`src/hdl/vcp_pkg.sv`:
```
// ----------------------------------------------------------------------------
// vcp_pkg: shared definitions for the colormap pixel pipeline
// Holds default sizes, register indexes and the built-in palette ROM.
// ----------------------------------------------------------------------------
package vcp_pkg;

    localparam int DEF_SAMPLE_BITS        = 32;
    localparam int DEF_FRACTION_BITS      = 16;
    localparam int DEF_MAX_PALETTE_COLORS = 12;

    localparam int CFG_INDEX_BITS = 3;
    localparam int INDEX_BITS     = 4;
    localparam int ROM_DEPTH      = 16;
    localparam int PALETTE_COUNT  = 7;

    localparam logic [CFG_INDEX_BITS-1:0] CFG_RANGE_LOW      = 3'd0;
    localparam logic [CFG_INDEX_BITS-1:0] CFG_RANGE_HIGH     = 3'd1;
    localparam logic [CFG_INDEX_BITS-1:0] CFG_NODATA_CHECK   = 3'd2;
    localparam logic [CFG_INDEX_BITS-1:0] CFG_NODATA_VALUE   = 3'd3;
    localparam logic [CFG_INDEX_BITS-1:0] CFG_PALETTE_SELECT = 3'd4;

    localparam logic [2:0] PAL_DEFAULT = 3'd0;
    localparam logic [2:0] PAL_LAST    = 3'd6;

    localparam logic [7:0] BG_CHANNEL = 8'hFF;

    typedef struct packed {
        logic [7:0] red;
        logic [7:0] green;
        logic [7:0] blue;
    } t_rgb;

    localparam logic [INDEX_BITS-1:0] PAL_LEN [0:PALETTE_COUNT-1] =
        '{4'd5, 4'd7, 4'd3, 4'd12, 4'd12, 4'd8, 4'd9};

    localparam t_rgb PAL_ROM [0:PALETTE_COUNT-1][0:ROM_DEPTH-1] = '{
        '{24'h0000FF, 24'h00FFFF, 24'h00FF00, 24'hFFFF00, 24'hFF0000, 24'h000000,
          24'h000000, 24'h000000, 24'h000000, 24'h000000, 24'h000000, 24'h000000,
          24'h000000, 24'h000000, 24'h000000, 24'h000000},
        '{24'h003380, 24'h0080FF, 24'hCCB399, 24'h339933, 24'h1A661A, 24'h808080,
          24'hFFFFFF, 24'h000000, 24'h000000, 24'h000000, 24'h000000, 24'h000000,
          24'h000000, 24'h000000, 24'h000000, 24'h000000},
        '{24'h0000FF, 24'hFFFFFF, 24'hFF0000, 24'h000000, 24'h000000, 24'h000000,
          24'h000000, 24'h000000, 24'h000000, 24'h000000, 24'h000000, 24'h000000,
          24'h000000, 24'h000000, 24'h000000, 24'h000000},
        '{24'h440154, 24'h482475, 24'h414487, 24'h355F8D, 24'h2A788E, 24'h21918C,
          24'h22A884, 24'h44BF70, 24'h70D456, 24'hA4E035, 24'hD8DF26, 24'hFDE725,
          24'h000000, 24'h000000, 24'h000000, 24'h000000},
        '{24'h0D0887, 24'h381A9D, 24'h5C26AE, 24'h8128BB, 24'hA622BE, 24'hC316B9,
          24'hDA25AD, 24'hEA3E92, 24'hF2606D, 24'hF38546, 24'hF0AC23, 24'hFDDA20,
          24'h000000, 24'h000000, 24'h000000, 24'h000000},
        '{24'h9E0142, 24'hE41A1C, 24'hFD9C28, 24'hFEE05D, 24'h85C408, 24'h08918C,
          24'h08498C, 24'h4F297A, 24'h000000, 24'h000000, 24'h000000, 24'h000000,
          24'h000000, 24'h000000, 24'h000000, 24'h000000},
        '{24'h67001F, 24'hB2182B, 24'hF06658, 24'hFDC0BE, 24'hF7F7FB, 24'hC6DBEF,
          24'h6AA3CD, 24'h313695, 24'h050C52, 24'h000000, 24'h000000, 24'h000000,
          24'h000000, 24'h000000, 24'h000000, 24'h000000}
    };

endpackage

```
`src/hdl/value_to_colormap_pixel_top.sv`:
```
// ----------------------------------------------------------------------------
// value_to_colormap_pixel_top: pseudocolour lookup for raster samples
// Normalises a fixed-point sample against the configured range and returns
// the colour of the chosen palette entry, or white for background samples.
// ----------------------------------------------------------------------------
// An accepted input beat passes through the four register stages to the result beat.
// Throughput: one beat per cycle while the output is not stalled; the four register
// stages advance independently, so a stall at the output only holds the stages behind it.
// Reset: synchronous, active low; it empties the pipeline and loads the
// register defaults (range 0 to 1.0, nodata checking off, default palette).
// The configuration port is always ready.
module value_to_colormap_pixel_top #(
    parameter int SAMPLE_BITS        = vcp_pkg::DEF_SAMPLE_BITS,
    parameter int FRACTION_BITS      = vcp_pkg::DEF_FRACTION_BITS,
    parameter int MAX_PALETTE_COLORS = vcp_pkg::DEF_MAX_PALETTE_COLORS
) (
    input  logic                               i_clk,
    input  logic                               i_rst_n,
    input  logic                               i_cfg_valid,
    output logic                               o_cfg_ready,
    input  logic [vcp_pkg::CFG_INDEX_BITS-1:0] i_cfg_index,
    input  logic [SAMPLE_BITS-1:0]             i_cfg_data,
    input  logic                               i_valid,
    output logic                               o_stall,
    input  logic signed [SAMPLE_BITS-1:0]      i_sample,
    input  logic                               i_not_finite,
    output logic                               o_valid,
    input  logic                               i_stall,
    output logic [7:0]                         o_red,
    output logic [7:0]                         o_green,
    output logic [7:0]                         o_blue,
    output logic [vcp_pkg::INDEX_BITS-1:0]     o_color_index,
    output logic                               o_background
);
    import vcp_pkg::*;

    localparam int KMAX = MAX_PALETTE_COLORS - 1;
    localparam int PW   = SAMPLE_BITS + INDEX_BITS;
    localparam logic [INDEX_BITS:0] MAX_N = (INDEX_BITS + 1)'(MAX_PALETTE_COLORS);

    logic signed [SAMPLE_BITS-1:0] r_range_low;
    logic signed [SAMPLE_BITS-1:0] r_range_high;
    logic                          r_nodata_check;
    logic signed [SAMPLE_BITS-1:0] r_nodata_value;
    logic [2:0]                    r_palette_select;

    assign o_cfg_ready = 1'b1;

    always_ff @(posedge i_clk) begin
        if (!i_rst_n) begin
            r_range_low      <= '0;
            r_range_high     <= SAMPLE_BITS'(64'd1 << FRACTION_BITS);
            r_nodata_check   <= 1'b0;
            r_nodata_value   <= '0;
            r_palette_select <= PAL_DEFAULT;
        end else if (i_cfg_valid && o_cfg_ready) begin
            unique case (i_cfg_index)
                CFG_RANGE_LOW:      r_range_low      <= i_cfg_data;
                CFG_RANGE_HIGH:     r_range_high     <= i_cfg_data;
                CFG_NODATA_CHECK:   r_nodata_check   <= i_cfg_data[0];
                CFG_NODATA_VALUE:   r_nodata_value   <= i_cfg_data;
                CFG_PALETTE_SELECT: r_palette_select <= i_cfg_data[2:0];
                default: begin
                end
            endcase
        end
    end

    // Per-stage flow control: a stage loads when it is empty or its
    // successor loads.
    logic w_rdy1, w_rdy2, w_rdy3, w_rdy4;
    logic r1_valid, r2_valid, r3_valid, r4_valid;

    assign w_rdy4  = !r4_valid || !i_stall;
    assign w_rdy3  = !r3_valid || w_rdy4;
    assign w_rdy2  = !r2_valid || w_rdy3;
    assign w_rdy1  = !r1_valid || w_rdy2;
    assign o_stall = !w_rdy1;

    always_ff @(posedge i_clk) begin
        if (!i_rst_n) begin
            r1_valid <= 1'b0;
            r2_valid <= 1'b0;
            r3_valid <= 1'b0;
            r4_valid <= 1'b0;
        end else begin
            if (w_rdy1) r1_valid <= i_valid;
            if (w_rdy2) r2_valid <= r1_valid;
            if (w_rdy3) r3_valid <= r2_valid;
            if (w_rdy4) r4_valid <= r3_valid;
        end
    end

    // Stage 1: classification, difference and span.
    logic [2:0]             n_sel;
    logic [INDEX_BITS:0]    n_n;
    logic [INDEX_BITS-1:0]  n_k;
    logic                   n_bg;
    logic                   n_fixed;
    logic [INDEX_BITS-1:0]  n_fixed_idx;

    always_comb begin
        n_sel = (r_palette_select > PAL_LAST) ? PAL_DEFAULT : r_palette_select;
        n_n   = ({1'b0, PAL_LEN[n_sel]} > MAX_N) ? MAX_N : {1'b0, PAL_LEN[n_sel]};
        n_k   = INDEX_BITS'(n_n - (INDEX_BITS + 1)'(1));
        n_bg  = i_not_finite || (r_nodata_check && (i_sample == r_nodata_value));
        n_fixed     = 1'b1;
        n_fixed_idx = '0;
        priority if (r_range_high <= r_range_low) begin
            n_fixed_idx = n_k >> 1;
        end else if (i_sample <= r_range_low) begin
            n_fixed_idx = '0;
        end else if (i_sample >= r_range_high) begin
            n_fixed_idx = n_k;
        end else begin
            n_fixed = 1'b0;
        end
    end

    logic [2:0]             r1_sel;
    logic [INDEX_BITS-1:0]  r1_k;
    logic                   r1_bg;
    logic                   r1_fixed;
    logic [INDEX_BITS-1:0]  r1_fixed_idx;
    logic [SAMPLE_BITS-1:0] r1_diff;
    logic [SAMPLE_BITS-1:0] r1_span;

    always_ff @(posedge i_clk) begin
        if (w_rdy1) begin
            r1_sel       <= n_sel;
            r1_k         <= n_k;
            r1_bg        <= n_bg;
            r1_fixed     <= n_fixed;
            r1_fixed_idx <= n_fixed_idx;
            r1_diff      <= SAMPLE_BITS'(i_sample - r_range_low);
            r1_span      <= SAMPLE_BITS'(r_range_high - r_range_low);
        end
    end

    // Stage 2: scaled difference and span multiples.
    logic [2:0]            r2_sel;
    logic                  r2_bg;
    logic                  r2_fixed;
    logic [INDEX_BITS-1:0] r2_fixed_idx;
    logic [PW-1:0]         r2_diff_k;
    logic [PW-1:0]         r2_span_m [KMAX];

    always_ff @(posedge i_clk) begin
        if (w_rdy2) begin
            r2_sel       <= r1_sel;
            r2_bg        <= r1_bg;
            r2_fixed     <= r1_fixed;
            r2_fixed_idx <= r1_fixed_idx;
            r2_diff_k    <= PW'(r1_diff) * PW'(r1_k);
            for (int j = 0; j < KMAX; j++) begin
                r2_span_m[j] <= PW'(r1_span) * PW'(j + 1);
            end
        end
    end

    // Stage 3: unless stage 1 fixed the index, the entry index is the number of span
    // multiples not above the scaled difference.
    logic [INDEX_BITS-1:0] n_count;

    always_comb begin
        n_count = '0;
        for (int j = 0; j < KMAX; j++) begin
            n_count = n_count + INDEX_BITS'(r2_diff_k >= r2_span_m[j]);
        end
    end

    logic [2:0]            r3_sel;
    logic                  r3_bg;
    logic [INDEX_BITS-1:0] r3_idx;

    always_ff @(posedge i_clk) begin
        if (w_rdy3) begin
            r3_sel <= r2_sel;
            r3_bg  <= r2_bg;
            r3_idx <= r2_fixed ? r2_fixed_idx : n_count;
        end
    end

    // Stage 4: palette ROM and output register.
    t_rgb n_color;

    assign n_color = PAL_ROM[r3_sel][r3_idx];

    always_ff @(posedge i_clk) begin
        if (w_rdy4) begin
            o_red         <= r3_bg ? BG_CHANNEL : n_color.red;
            o_green       <= r3_bg ? BG_CHANNEL : n_color.green;
            o_blue        <= r3_bg ? BG_CHANNEL : n_color.blue;
            o_color_index <= r3_bg ? '0 : r3_idx;
            o_background  <= r3_bg;
        end
    end

    assign o_valid = r4_valid;

endmodule

```
`config.mk`:
```
export PLATFORM = sky130hd
export DESIGN_NAME = value_to_colormap_pixel_top
export DESIGN_NICKNAME = d
export VERILOG_FILES = /design/src/hdl/vcp_pkg.sv /design/src/hdl/value_to_colormap_pixel_top.sv
export SDC_FILE = /design/constraint.sdc
export NUM_CORES = 2
export LEC_CHECK = 0
export BUFFER_PORTS_ARGS = -buffer_cell sky130_fd_sc_hd__buf_2
export CAP_MARGIN = 20
export CORE_AREA = 2 2 265 267
export DETAILED_ROUTE_END_ITERATION = 10
export DIE_AREA = 0 0 267 269
export GPL_TIMING_DRIVEN = 1
export PLACE_DENSITY = 0.81
export SYNTH_ARGS = -nofsm -noshare
export SYNTH_HDL_FRONTEND = slang
export SYNTH_SLANG_ARGS = --single-unit
```
`constraint.sdc`:
```
create_clock -name i_clk -period 9.5 [get_ports i_clk]
set_input_delay 0.95 -clock i_clk [delete_from_list [all_inputs] [get_ports i_clk]]
set_output_delay 0.95 -clock i_clk [all_outputs]
set_load 0.02 [all_outputs]
```
==> summary.md <==
| Metric | Value |
|---|---|
| WL/cell | 19.35 µm |
| CP required | 9960 ps |
| Kind of critical path | flop to flop |
| Int Pwr | 7.838 mW |
| Die area | 0.07182 mm² |
| Setup ws final | 3712 ps |
| Routed Antenna Nets | 0 |
| DR vias/cell | 6.119 |
| Primary FF master, synth | edfxtp_1 |
| Syn avg cell area | 9.135 µm² |
| EDFF count, synth | 356 |
| Fin crit period | 5788 ps |
| Startpoint Class | flop |
| Final Max Tran Viols | 0 |
| Clock latency on the worst-skew pair | 620 ps |
| Die height | 269 µm |
| Num CTS Buffers | 54 |
| Gate power share | 58.3% |
| Worst-Margin Slew | 1190 ps |
| Worst-path maximum fanout | 11 |
| Total nets after synthesis | 5732 |
| Starting DRT DRC Count | 2813 |
| Non-Filler Instances | 5856 |
| Register area share after synthesis | 29.13% |
| First-pass GRT wire length | 180800 µm |
| Synthesis-to-layout area growth | 7.739% |
| Synth Register Bits | 460 |
| CTS tree | yes |
| Max Clock Freq | 172.8 MHz |
| Pwr dens | 296.5 mW/mm² |
| Setup crit end kind | flop |
| H-tree Lvls | 2 |
| Total Wirelength | 113300 µm |
| P_leak | 22.09 nW |
| VDD IR max | 0.2142 mV |
| Global Route Usage Sum | 31.71% |
| PostCTS Resize Cnt | 0 |
| Met1 global-route usage | 40.34% |
| Clock Path Buffers | 3 |
| Buf/Inv on CP | 2 |
| Hold Crit Class | flop to flop |
| FP Rows | 97 |
| Antenna violations before repair | 1 |
| Clock share of power | 16.1% |
| Status | complete, no violations |
| Worst Path Arrival | 6250 ps |
| Met2 usage | 54.18% |
| Relative slew margins | 20.64% |
| Post-Synthesis Cell Area | 0.04385 mm² |
| Final net count | 5804 |
| Total core area | 0.06930 mm² |
| Setup TNS Final | 0 ps |
| RSZ-0062 raised after global routing | no |
| Initial core utilization | 63.27% |
| Sw frac | 44.05% |
| Post-synthesis cell count | 4800 |
| Period utilisation layout | 60.92% |
| Most frequent CP cell | fa_1 |
| Yosys warnings | 0 |
| Reg clk slew, reported paths | 60 ps |
| Worst path slowest cell | edfxtp_1 |
| Switching power total | 6.171 mW |
| Gpl congestion | 0.9491 |
| M3 GR Usage | 3.607% |
| Unique masters post-synth | 97 |
| CTS Hold Bufs | 0 |
| Final HPWL DP | 88900 µm |
| Largest net degree at the start of global routing | 87 |
| Sequential share of power | 25.6% |
| Share of layout cells above drive strength 1 | 5.716% |
| Max-capacitance violation count | 0 |
| Final Hold Viols | 0 |
| Sink Count | 460 |
| DR pass1 iterations | 6 |
| Largest stage delay, worst path | 620 ps |
| Die Span X | 267 µm |
| Overall via count from detail_route | 35.83k |
| Post-CTS Setup Bufs | 0 |
| Worst slack, placed | 3851 ps |
| Port Buffers | 103 |
| Root Driver | clkbuf_16 |
| ANT cells | 0 |
| Top Ports | 105 |
| Crit path cell chain | ha_1, nand4_1, o211ai_1, a21oi_1, nor3_1, nor4_1, o21ai_0, a21oi_1, o21bai_1, a31oi_1, fa_1, inv_1, fa_1, fa_1, fa_1, inv_1, fa_1, o21ai_0 |
| Post-synthesis async set-or-reset flop share | 0% |
| Clock skew | 13.54 ps |
| Setup-failing EPs final | 0 |
| Overflow after GRT | 0 |
| Vias in the first global route | 35.12k |
| # DRC | 0 |
| Cells after DPL | 5755 |
| CP top delay family | adder cells |
| Grt peak-use layer | met2 |
power by group through the flow:
stage	registers [mW]	clock network (mW)	logic (mW)
floorplan	3.47	0	6.02
global placement	3.59	0	7.70
detailed placement	3.61	0	7.99
CTS	3.58	2.28	8.09
global route	3.67	2.35	9.20
finish	3.59	2.25	8.16
worst reg2reg max path: stages (launching register included):
cell and delay [ps]:
edfxtp_1 620, ha_1 410, nand4_1 310, o211ai_1 160, a21oi_1 190, nor3_1 80
nor4_1 350, o21ai_0 190, a21oi_1 290, o21bai_1 140, a31oi_1 240, fa_1 460
inv_1 90, fa_1 470, fa_1 540, fa_1 450, inv_1 80, fa_1 420
o21ai_0 160
placed cells by master (no fill, tap or decap), types with 47 or more instances in the layout:
cell type,Yosys,routed
ha_1,725,725
xor2_1,90,90
a211oi_1,48,48
xnor2_1,156,156
buf_2,3,103
a21o_1,212,212
nand3_1,64,63
a31oi_1,47,47
nand2b_1,51,51
nor3_1,52,52
clkbuf_16,0,57
edfxtp_1,356,356
nand4_1,90,90
dfxtp_1,104,104
nor2b_1,74,74
o21ai_0,231,231
and2_1,49,49
inv_1,567,567
a21boi_0,102,102
fa_1,134,134
nand2_1,485,484
a21oi_1,361,361
nor2_1,230,229
sequential cells by signal, indices dropped and copies added (netlist names), 4 cells and up:
signal,count
o_blue,8
r_range_low,32
r1_fixed_idx,4
r1_k,4
o_color_index,4
o_green,8
o_red,8
r2_diff_k,36
r_nodata_value,32
r1_span,32
r_range_high,32
r2_fixed_idx,4
r2_span_m,197
r1_diff,32
r3_idx,4
stage by stage:
step / area [µm²] / power, mW / hold WS, ps / util [%]
floorplan: 43850 / 9.484 / 400.3 / -
global placement: 45320 / 11.30 / 404.1 / 65.39
detailed placement: 45320 / 11.60 / 404.5 / 65.39
CTS: 47230 / 13.95 / 420.0 / 68.15
global route: 47240 / 15.22 / 441.7 / 68.17
finish: 47240 / 14.01 / 418.3 / 68.17
cell type report:
cell class              instances  area, µm²
inverters                     567       2128
repair buffers                131      733.2
clock buffers                  68       1498
clock inverters                32      410.4
fillers                      5501      22060
multi-input cells            3658      28520
well taps                     940       1176
flip-flops and latches        460      12770
synthesized netlist by cell type, drive strengths merged (44+ instances only):
cell    instances  area (µm²)
ha            725        9071
inv           567        2128
nand2         486        1827
a21oi         365        1842
edfxtp        356       10690
o21ai         245        1241
nor2          230       863.3
a21o          212        1592
xnor2         156        1366
fa            134        2683
dfxtp         104        2082
a21boi        103       773.2
clkbuf        103       386.6
nand4          91       575.6
xor2           90       788.3
nor2b          74       462.9
nand3          64       320.3
nor3           52       260.3
nand2b         51       319.1
a211oi         50       385.4
a31oi          49       327.8
and2           49       306.5
o21a           44       331.6
routing by layer:
layer | wire length (µm) | share of wire, % | vias up
met5 | 0 | 0 | -
met1 | 47960 | 42 | 17080
met3 | 6077 | 5.4 | 272
li1 | - | - | 17350
met4 | 5793 | 5.1 | 0
met2 | 53500 | 47 | 1132
path summary, 6_finish.rpt:
| path | depth (start not counted) | slack (ps) | end | from |
|---|---|---|---|---|
| max | 18 | 3710 | r3_idx[1] | r2_diff_k[31] |
| min | 0 | 420 | r2_fixed_idx[3] | r1_fixed_idx[3] |
| max reg2reg | 18 | 3710 | r3_idx[1] | r2_diff_k[31] |
| min reg2reg | 0 | 420 | r2_fixed_idx[3] | r1_fixed_idx[3] |
cell families (layout without fill, tap and decap cells):
logic type,count (synthesis),count (layout),share of synthesized area [%]
AO/OA/AOI/OAI,1323,1323,19.82
adder cells (fa/ha/maj),859,859,26.81
flip-flops,460,460,29.13
AND/OR/NAND/NOR,1219,1219,13.19
XOR/XNOR,246,246,4.914
buffers and inverters,682,798,5.873
multiplexers,10,10,0.2625
other,1,1,0.008552
Power figures use the tool's default switching activity.
